`config.mk`:
```
export PLATFORM = sky130hd
export DESIGN_NAME = priority_ready_queue
export DESIGN_NICKNAME = d
export VERILOG_FILES = /design/src/rtl/core/prq_pkg.sv /design/src/rtl/core/prq_slot_ram.sv /design/src/rtl/core/prq_cmp.sv /design/src/rtl/core/priority_ready_queue.sv
export SDC_FILE = /design/constraint.sdc
export NUM_CORES = 1
export LEC_CHECK = 0
export BUFFER_PORTS_ARGS = -buffer_cell sky130_fd_sc_hd__buf_4
export CAP_MARGIN = 20
export CORE_UTILIZATION = 67
export CTS_CLUSTER_SIZE = 16
export DETAILED_ROUTE_END_ITERATION = 16
export PLACE_DENSITY = 0.84
export SETUP_SLACK_MARGIN = 0.1
export SKIP_CTS_REPAIR_TIMING = 1
export SYNTH_ARGS = -nofsm -noshare
export SYNTH_HDL_FRONTEND = slang
export SYNTH_SLANG_ARGS = --single-unit
```
`constraint.sdc`:
```
create_clock -name i_clk -period 5 [get_ports i_clk]
set_input_delay 0.25 -clock i_clk [delete_from_list [all_inputs] [get_ports i_clk]]
set_output_delay 0.25 -clock i_clk [all_outputs]
set_load 0.02 [all_outputs]
```
`src/rtl/core/prq_pkg.sv`:
```
`timescale 1ns / 1ps
// Shared types and codes for the priority ready queue.
// No dependencies; every other file of the block imports this package.
package prq_pkg;

    localparam int ID_W     = 5;
    localparam int PRIO_W   = 5;
    localparam int OP_W     = 2;
    localparam int TSTATE_W = 2;
    localparam int POS_W    = 6;

    localparam logic [OP_W-1:0]     OP_ADD      = 2'd0;
    localparam logic [OP_W-1:0]     OP_REMOVE   = 2'd1;
    localparam logic [TSTATE_W-1:0] TS_ELIGIBLE = 2'd0;

    typedef enum logic [2:0] {
        ST_ADDED,
        ST_DUP,
        ST_BADSTATE,
        ST_FULL,
        ST_REMOVED,
        ST_NOTFOUND,
        ST_MEMBER,
        ST_NOTMEMBER
    } t_status;

    typedef struct packed {
        logic [ID_W-1:0]   id;
        logic [PRIO_W-1:0] prio;
    } t_slot;

    typedef struct packed {
        logic prio_gt;
        logic prio_eq;
        logic id_lt;
        logic id_eq;
    } t_cmp;

    typedef enum logic [2:0] {
        S_IDLE,
        S_DECODE,
        S_SCAN,
        S_SHIFT_UP,
        S_SHIFT_DN,
        S_PUT,
        S_UNLINK,
        S_DONE
    } t_state;

endpackage

```
`src/rtl/core/prq_slot_ram.sv`:
```
`timescale 1ns / 1ps
// Slot store of the queue: one write port, one read port, registered read.
// Depends on prq_pkg for the slot type.
module prq_slot_ram #(
    parameter int DEPTH = 32,
    localparam int AW = $clog2(DEPTH)
) (
    input  logic           i_clk,
    input  logic           i_wr_en,
    input  logic [AW-1:0]  i_wr_addr,
    input  prq_pkg::t_slot i_wr_data,
    input  logic [AW-1:0]  i_rd_addr,
    output prq_pkg::t_slot o_rd_data
);
    import prq_pkg::*;

    t_slot r_mem [DEPTH];
    t_slot r_rd_data;

    always_ff @(posedge i_clk) begin
        if (i_wr_en) begin
            r_mem[i_wr_addr] <= i_wr_data;
        end
    end

    always_ff @(posedge i_clk) begin
        r_rd_data <= r_mem[i_rd_addr];
    end

    assign o_rd_data = r_rd_data;

endmodule

```
`src/rtl/core/prq_cmp.sv`:
```
`timescale 1ns / 1ps
// Shared compare unit: one stored slot against the request's id and priority.
// Depends on prq_pkg for the slot and compare result types.
module prq_cmp (
    input  prq_pkg::t_slot            i_slot,
    input  logic [prq_pkg::ID_W-1:0]   i_id,
    input  logic [prq_pkg::PRIO_W-1:0] i_prio,
    output prq_pkg::t_cmp             o_cmp
);
    import prq_pkg::*;

    always_comb begin
        o_cmp.prio_gt = i_slot.prio > i_prio;
        o_cmp.prio_eq = i_slot.prio == i_prio;
        o_cmp.id_lt   = i_slot.id < i_id;
        o_cmp.id_eq   = i_slot.id == i_id;
    end

endmodule

```
`src/rtl/core/priority_ready_queue.sv`:
```
`timescale 1ns / 1ps
// Top level of the priority ready queue: sequencer, membership flags, result register.
// Depends on prq_pkg, prq_slot_ram and prq_cmp.
//
//  channel  dir  handshake                 payload
//  s        in   i_s_tvalid / o_s_tready   i_s_tdata, i_s_tuser
//  m        out  o_m_tvalid / i_m_tready   o_m_tdata
//
// Query and refused add/remove pass from accept through S_DECODE and S_DONE to the result.
// Boosted add and remove walk the slot store one slot a cycle through its single read
// port and the shared compare unit: S_SCAN finds the slot, then S_SHIFT_UP or S_SHIFT_DN
// moves the later slots and S_PUT or S_UNLINK finishes; tail append goes S_DECODE, S_PUT, S_DONE.
// Reset clears occupancy and the flags at once; no clearing pass.
// A result waits in the output register; one new beat is taken meanwhile.
module priority_ready_queue #(
    parameter int MAX_THREADS = 32,
    parameter int QUEUE_DEPTH = 32
) (
    input  logic        i_clk,
    input  logic        i_rst_n,
    input  logic        i_s_tvalid,
    output logic        o_s_tready,
    input  logic [15:0] i_s_tdata,  // thread_id, priority_req, boosted, thread_state, pad
    input  logic [1:0]  i_s_tuser,  // op
    output logic        o_m_tvalid,
    input  logic        i_m_tready,
    output logic [15:0] o_m_tdata   // status, position, entry_count, pad
);
    import prq_pkg::*;

    localparam int TW = (MAX_THREADS > 1) ? $clog2(MAX_THREADS) : 1;
    localparam int AW = $clog2(QUEUE_DEPTH);
    localparam int CW = $clog2(QUEUE_DEPTH + 1);

    t_state                r_state, n_state;
    logic [OP_W-1:0]       r_op;
    logic [ID_W-1:0]       r_id;
    logic [PRIO_W-1:0]     r_prio;
    logic                  r_boost;
    logic [TSTATE_W-1:0]   r_tstate;
    logic [CW-1:0]         r_occ, n_occ;
    logic [CW-1:0]         r_idx, n_idx;
    logic [CW-1:0]         r_chk_idx, n_chk_idx;
    logic                  r_chk_vld, n_chk_vld;
    logic                  r_phase2, n_phase2;
    logic                  r_rd_more, n_rd_more;
    logic [CW-1:0]         r_pos, n_pos;
    t_status               r_status, n_status;
    logic [MAX_THREADS-1:0] r_flags;
    logic                  n_flag_set, n_flag_clr;
    logic                  r_out_valid;
    logic [15:0]           r_out_data;
    logic                  n_out_load;

    logic                  w_accept;
    logic [TW-1:0]         w_fidx;
    logic                  w_id_ok;
    logic                  w_flag;
    logic                  w_full;
    logic                  w_stop;
    logic [CW-1:0]         w_chk_inc;
    logic [CW-1:0]         w_occ_dec;
    logic                  w_wr_en;
    logic [AW-1:0]         w_wr_addr;
    t_slot                 w_wr_data;
    logic [AW-1:0]         w_rd_addr;
    t_slot                 w_rd_data;
    t_cmp                  w_cmp;

    prq_slot_ram #(
        .DEPTH(QUEUE_DEPTH)
    ) u_ram (
        .i_clk    (i_clk),
        .i_wr_en  (w_wr_en),
        .i_wr_addr(w_wr_addr),
        .i_wr_data(w_wr_data),
        .i_rd_addr(w_rd_addr),
        .o_rd_data(w_rd_data)
    );

    prq_cmp u_cmp (
        .i_slot(w_rd_data),
        .i_id  (r_id),
        .i_prio(r_prio),
        .o_cmp (w_cmp)
    );

    assign w_accept  = i_s_tvalid && o_s_tready;
    assign w_fidx    = TW'(r_id);
    assign w_id_ok   = int'(r_id) < MAX_THREADS;
    assign w_flag    = w_id_ok && r_flags[w_fidx];
    assign w_full    = r_occ >= CW'(QUEUE_DEPTH);
    assign w_chk_inc = r_chk_idx + CW'(1);
    assign w_occ_dec = r_occ - CW'(1);
    assign w_stop    = (r_op == OP_ADD)
                     ? ((r_phase2 || !w_cmp.prio_gt) && !(w_cmp.prio_eq && w_cmp.id_lt))
                     : w_cmp.id_eq;

    always_ff @(posedge i_clk) begin
        if (!i_rst_n) begin
            r_state     <= S_IDLE;
            r_occ       <= '0;
            r_chk_vld   <= 1'b0;
            r_flags     <= '0;
            r_out_valid <= 1'b0;
        end else begin
            r_state   <= n_state;
            r_occ     <= n_occ;
            r_chk_vld <= n_chk_vld;
            if (n_flag_set) begin
                r_flags[w_fidx] <= 1'b1;
            end else if (n_flag_clr) begin
                r_flags[w_fidx] <= 1'b0;
            end
            if (n_out_load) begin
                r_out_valid <= 1'b1;
            end else if (i_m_tready) begin
                r_out_valid <= 1'b0;
            end
        end
    end

    always_ff @(posedge i_clk) begin
        if (w_accept) begin
            r_op     <= i_s_tuser;
            r_id     <= i_s_tdata[4:0];
            r_prio   <= i_s_tdata[9:5];
            r_boost  <= i_s_tdata[10];
            r_tstate <= i_s_tdata[12:11];
        end
        r_idx     <= n_idx;
        r_chk_idx <= n_chk_idx;
        r_phase2  <= n_phase2;
        r_rd_more <= n_rd_more;
        r_pos     <= n_pos;
        r_status  <= n_status;
        if (n_out_load) begin
            r_out_data <= {1'b0, POS_W'(r_occ), POS_W'(r_pos), r_status};
        end
    end

    always_comb begin
        n_state    = r_state;
        n_occ      = r_occ;
        n_idx      = r_idx;
        n_chk_idx  = r_idx;
        n_chk_vld  = 1'b0;
        n_phase2   = r_phase2;
        n_rd_more  = r_rd_more;
        n_pos      = r_pos;
        n_status   = r_status;
        n_flag_set = 1'b0;
        n_flag_clr = 1'b0;
        n_out_load = 1'b0;
        w_rd_addr  = r_idx[AW-1:0];
        w_wr_en    = 1'b0;
        w_wr_addr  = r_pos[AW-1:0];
        w_wr_data  = w_rd_data;
        unique case (r_state)
            S_IDLE: begin
                if (i_s_tvalid) begin
                    n_state = S_DECODE;
                end
            end
            S_DECODE: begin
                n_pos    = '0;
                n_idx    = '0;
                n_phase2 = 1'b0;
                n_state  = S_DONE;
                if (r_op == OP_ADD) begin
                    if (r_tstate != TS_ELIGIBLE || !w_id_ok) begin
                        n_status = ST_BADSTATE;
                    end else if (w_flag) begin
                        n_status = ST_DUP;
                    end else if (w_full) begin
                        n_status = ST_FULL;
                    end else if (!r_boost || r_occ == '0) begin
                        n_pos   = r_occ;
                        n_state = S_PUT;
                    end else begin
                        n_state = S_SCAN;
                    end
                end else if (r_op == OP_REMOVE) begin
                    if (!w_flag || r_occ == '0) begin
                        n_status = ST_NOTFOUND;
                    end else begin
                        n_state = S_SCAN;
                    end
                end else begin
                    n_status = w_flag ? ST_MEMBER : ST_NOTMEMBER;
                end
            end
            S_SCAN: begin
                if (r_idx < r_occ) begin
                    n_chk_vld = 1'b1;
                    n_idx     = r_idx + CW'(1);
                end
                if (r_chk_vld) begin
                    if (r_op == OP_ADD && !r_phase2 && !w_cmp.prio_gt) begin
                        n_phase2 = 1'b1;
                    end
                    if (w_stop) begin
                        n_chk_vld = 1'b0;
                        n_pos     = r_chk_idx;
                        n_rd_more = 1'b1;
                        if (r_op == OP_ADD) begin
                            n_idx   = w_occ_dec;
                            n_state = S_SHIFT_UP;
                        end else begin
                            n_idx   = w_chk_inc;
                            n_state = (w_chk_inc == r_occ) ? S_UNLINK : S_SHIFT_DN;
                        end
                    end else if (w_chk_inc == r_occ) begin
                        n_chk_vld = 1'b0;
                        if (r_op == OP_ADD) begin
                            n_pos   = r_occ;
                            n_state = S_PUT;
                        end else begin
                            n_pos    = '0;
                            n_status = ST_NOTFOUND;
                            n_state  = S_DONE;
                        end
                    end
                end
            end
            S_SHIFT_UP: begin
                if (r_rd_more) begin
                    n_chk_vld = 1'b1;
                    if (r_idx == r_pos) begin
                        n_rd_more = 1'b0;
                    end else begin
                        n_idx = r_idx - CW'(1);
                    end
                end
                if (r_chk_vld) begin
                    w_wr_en   = 1'b1;
                    w_wr_addr = w_chk_inc[AW-1:0];
                    if (r_chk_idx == r_pos) begin
                        n_chk_vld = 1'b0;
                        n_state   = S_PUT;
                    end
                end
            end
            S_SHIFT_DN: begin
                if (r_rd_more) begin
                    n_chk_vld = 1'b1;
                    if (r_idx == w_occ_dec) begin
                        n_rd_more = 1'b0;
                    end else begin
                        n_idx = r_idx + CW'(1);
                    end
                end
                if (r_chk_vld) begin
                    w_wr_en   = 1'b1;
                    w_wr_addr = AW'(r_chk_idx - CW'(1));
                    if (r_chk_idx == w_occ_dec) begin
                        n_chk_vld = 1'b0;
                        n_state   = S_UNLINK;
                    end
                end
            end
            S_PUT: begin
                w_wr_en    = 1'b1;
                w_wr_addr  = r_pos[AW-1:0];
                w_wr_data  = '{id: r_id, prio: r_prio};
                n_occ      = r_occ + CW'(1);
                n_flag_set = 1'b1;
                n_status   = ST_ADDED;
                n_state    = S_DONE;
            end
            S_UNLINK: begin
                n_occ      = w_occ_dec;
                n_flag_clr = 1'b1;
                n_status   = ST_REMOVED;
                n_state    = S_DONE;
            end
            S_DONE: begin
                if (!r_out_valid || i_m_tready) begin
                    n_out_load = 1'b1;
                    n_state    = S_IDLE;
                end
            end
        endcase
    end

    assign o_s_tready = (r_state == S_IDLE);
    assign o_m_tvalid = r_out_valid;
    assign o_m_tdata  = r_out_data;

`ifndef SYNTHESIS
    a_occ_bound: assert property (@(posedge i_clk) disable iff (!i_rst_n)
        r_occ <= CW'(QUEUE_DEPTH))
        else $error("occupancy beyond queue depth");

    a_flags_match: assert property (@(posedge i_clk) disable iff (!i_rst_n)
        r_state == S_IDLE |-> $countones(r_flags) == int'(r_occ))
        else $error("membership flags disagree with occupancy");

    a_scan_nonempty: assert property (@(posedge i_clk) disable iff (!i_rst_n)
        (r_state == S_SCAN || r_state == S_SHIFT_UP || r_state == S_SHIFT_DN)
        |-> r_occ != '0)
        else $error("slot walk on an empty queue");

    a_put_slot: assert property (@(posedge i_clk) disable iff (!i_rst_n)
        r_state == S_PUT |-> (r_pos <= r_occ && !w_full))
        else $error("insert slot beyond occupancy");
`endif

endmodule

```
==> results.md <==
- At the later pin of the worst-skew pair, clock insertion delay measures 0.54 ns.
- STA puts the critical path data arrival time at 4.29 ns.
- Detailed routing inserted a total of 10700 vias.
- The biggest area contributor in the post-synthesis netlist is sky130_fd_sc_hd__edfxtp_1.
- The share of layout cells above drive strength 1 is 19.7%.
- For this design the ratio of total power to cell area is 568 nW/um2.
- After synthesis, the most frequently instantiated cells are sky130_fd_sc_hd__edfxtp_1 (367), sky130_fd_sc_hd__mux4_2 (100), sky130_fd_sc_hd__nor2_1 (77).
- The detailed-routing iteration count for the pre-antenna-repair pass is 6.
- The share of synthesized registers carrying an async set or reset is 0%.
- Fill cells in the final layout number 1571.
- After detailed routing, the number of vias per cell comes to 6.62.
- The via count of the first global-routing pass is 10600.
- The synthesized netlist net count is 1225.
- The mean post-synth cell area is 15.8 um2.
- The global route total overflow is 0.
- Global routing consumed, over all layers together, 29.6% of the routing resources.
- The gate count of the mapped netlist is 1180.
- The HPWL after detailed placement is 24900 um.
- The final critical path takes up 82.6% of the cycle.
- The setup total negative slack is 0 ns.
- The instance count after placement with tap cells included is 1522.
- The cell depth of the worst flop-to-flop path is 7.
- In this run the critical register-to-register path is captured at u_ram.r_mem[10][7].
- In the final layout, flip-flops and latches occupy 12200 um2.
- At the end of routability-driven placement, the weighted congestion stood at 0.938.
- The netlist area before placement is 18700 um2.
- The clock transition at the register clock pins on the worst setup and hold paths after CTS is 0.06 ns.
- The final standard cell utilization of the core is 76.2%.
- In the final layout, the multi-input gates occupy 6050 um2.
- The core region is 27200 um2.
- The number of pins with negative max-slew slack in the final report is 0.
- Setup repair after global routing left no endpoint under its margin.
- The count of H-tree levels built during CTS is 2.
- The transition time at the pin with the least slew margin is 1.07 ns.
- The setup slack after layout is 0.868 ns.
- Compared with the post-synthesis result, the final layout area differs by 10.9%.
- The largest vdd supply drop is 0.000428 V.
- Dividing the detail-routed wire length by the instance count gives 25.4 um.
- The worst register-to-register path begins at r_state[2].
- The start point of the critical path is r_state[2].
- The required time at the worst-slack endpoint is 5.16 ns.
- In this run the worst path has a maximum fanout of 15.
- The area share of the largest cell type after synthesis is 59.0%.
- The max-capacitance violation count is 0.
- The first global-routing pass estimated 62800 um of wire.
- Row generation in the floorplan step produced 60 rows.
- From left edge to right edge, the die measures 169 um.
- The worst setup slack before clock tree synthesis is 1.10 ns.
- The highest achievable clock rate is 0.242 GHz.
- The internal reg-to-reg setup slack is 0.87 ns.
- The kind of critical path is register to register.
- By instance count, the leading cell after synthesis is sky130_fd_sc_hd__edfxtp_1.
- The CTS tree is yes.
- In this run the tightest slew margin relative to its limit is 28.5%.
- The count of input and output buffers is 35.
- The number of synthesized flops with an enable pin is 367.
- 40 I/O pins were placed.
- 0 antenna diodes ended up in the layout.
- The hold violation total from the final report is 0.
- The count of clock tree sinks is 426.
- The sum of routed wire length over all layers is 40900 um.
- The maximum buffer depth of the clock tree is 3.
- For this configuration, the core starts out at a cell density of 68.7%.
- In the final design database the tool counted 1256 nets.
- Buffers inserted during clock tree synthesis total 43.
- The type of destination of the critical path is a register.
- The analysis attributes to cell leakage a power of 0.00665 uW.
- The worst hold path class is input port to register.
- The initial detailed-routing violation count is 1315.
- Setup violations remaining at the end of the flow were counted as 0.
- The share of the yosys chip area belonging to registers is 65.3%.
- The flow ran to the end, and the final reports show no timing, DRC or antenna violations.
- Ranked by total cell area, the synthesized netlist is headed by sky130_fd_sc_hd__edfxtp_1 (59%), sky130_fd_sc_hd__mux4_2 (12%), sky130_fd_sc_hd__dfxtp_1 (6.3%), sky130_fd_sc_hd__mux2i_1 (2.1%), sky130_fd_sc_hd__nor2_1 (1.5%).
- The worst clock skew is 0.0118 ns.
- Yosys mapped the design onto 73 distinct sky130hd cell types.
- The number of nets with antenna violations after detailed routing is 0.
- The number of antenna violations at the first check in global routing was 0.
- The timing endpoint of the critical path is u_ram.r_mem[10][7].
- The final non-filler cell total is 1613.
- Synthesis inferred 426 register bits.
- The post-detailed-route DRC marker count is 0.
- The root cell of the clock tree is sky130_fd_sc_hd__clkbuf_16.
- STA classifies the critical path startpoint as a register.
- Subtracting the final worst setup slack from the clock period gives 4.13 ns.
- The dominant synthesized flop cell is sky130_fd_sc_hd__edfxtp_1.
- Yosys printed 0 warnings.
- The die height is 169 um.
- Entering global routing, the biggest net connects 89 pins.
- The area of the die is 28500 um2.
-- state kept, by name, summed over array words and instances (netlist names), 5 cells and up, named ones only --
| name | count |
|---|---|
| u_ram.r_mem | 320 |
| o_m_tdata | 15 |
| u_ram.o_rd_data | 10 |
| n_chk_idx | 6 |
| r_chk_idx | 6 |
| r_occ | 6 |
| r_pos | 6 |
| r_id | 5 |
| r_prio | 5 |
-- cell usage in the layout, fill, tap and decap left out, types with 9 or more instances in the layout --
cell type / instances
sky130_fd_sc_hd__o21ai_0: 36
sky130_fd_sc_hd__xor2_1: 9
sky130_fd_sc_hd__ha_1: 23
sky130_fd_sc_hd__xnor2_1: 25
sky130_fd_sc_hd__dlygate4sd3_1: 15
sky130_fd_sc_hd__clkbuf_16: 43
sky130_fd_sc_hd__or3_1: 11
sky130_fd_sc_hd__a21boi_0: 11
sky130_fd_sc_hd__nor2b_1: 36
sky130_fd_sc_hd__inv_1: 25
sky130_fd_sc_hd__buf_4: 42
sky130_fd_sc_hd__nand2b_1: 10
sky130_fd_sc_hd__dfxtp_1: 59
sky130_fd_sc_hd__mux2_2: 19
sky130_fd_sc_hd__nand3_1: 24
sky130_fd_sc_hd__mux2i_1: 40
sky130_fd_sc_hd__nand2_1: 53
sky130_fd_sc_hd__nor2_1: 77
sky130_fd_sc_hd__mux4_2: 100
sky130_fd_sc_hd__edfxtp_1: 367
sky130_fd_sc_hd__nor3_1: 20
sky130_fd_sc_hd__clkinv_1: 11
sky130_fd_sc_hd__a21oi_1: 25
-- power breakdown --
group	switching, uW	total [uW]	internal [uW]
sequential	377	4940	4570
clock	1310	3110	1800
combinational	2140	3710	1570
total	3830	11800	7930
-- metrics by stage --
step / total power (uW) / hold slack (ns) / instance area, um2
after floorplan: 7550 / 0.349 / 18700
after global placement: 8420 / 0.402 / 19100
after detailed placement: 8610 / 0.405 / 19200
after CTS: 11700 / -0.127 / 20500
after global routing: 12200 / 0.0946 / 20700
final: 11800 / 0.0832 / 20700
-- final cells by class --
class | instances | area share (%)
tap | 372 | 2.25
clock buffer | 51 | 5.39
multi-input combinational | 653 | 29.2
inverter | 25 | 0.453
sequential | 426 | 58.9
clock inverter | 24 | 1.11
timing repair buffer | 62 | 2.64
-- critical path, cell delays in order, from the launching register on --
cell                      delay, ns
sky130_fd_sc_hd__dfxtp_1       0.60
sky130_fd_sc_hd__or3b_2        0.65
sky130_fd_sc_hd__nand2_1       0.29
sky130_fd_sc_hd__nand2_1       0.15
sky130_fd_sc_hd__a32oi_1       0.72
sky130_fd_sc_hd__nor2b_1       0.26
sky130_fd_sc_hd__nand2_1       0.17
sky130_fd_sc_hd__nor2_1        0.90
-- per-layer routing --
metal	GRT usage [%]	wire length, um
met1	41.8	16500
met4	10.3	1380
met2	48.3	20100
met3	3.62	2970
met5	0	0
-- cell families after synthesis --
group	synth area share, %
muxes	15.3
other	0.0201
adders and majority gates	1.54
xor gates and xnor gates	2.30
AOI/OAI and AO/OA	5.36
and+or+nand+nor	7.79
buffers and inverters	2.30
DFF	65.3
-- worst min-delay path by stage --
stage	start	endpoint	depth (start not counted)
3_3_place_gp	r_status[1]	o_m_tdata[1]	0
5_1_grt	i_m_tready	o_m_tvalid	3
4_1_cts	i_s_tdata[8]	r_prio[3]	1
6_report	i_m_tready	o_m_tvalid	3
2_1_floorplan	i_s_tdata[10]	r_boost	0
3_5_place_dp	r_status[1]	o_m_tdata[1]	0
Power figures use the tool's default switching activity.
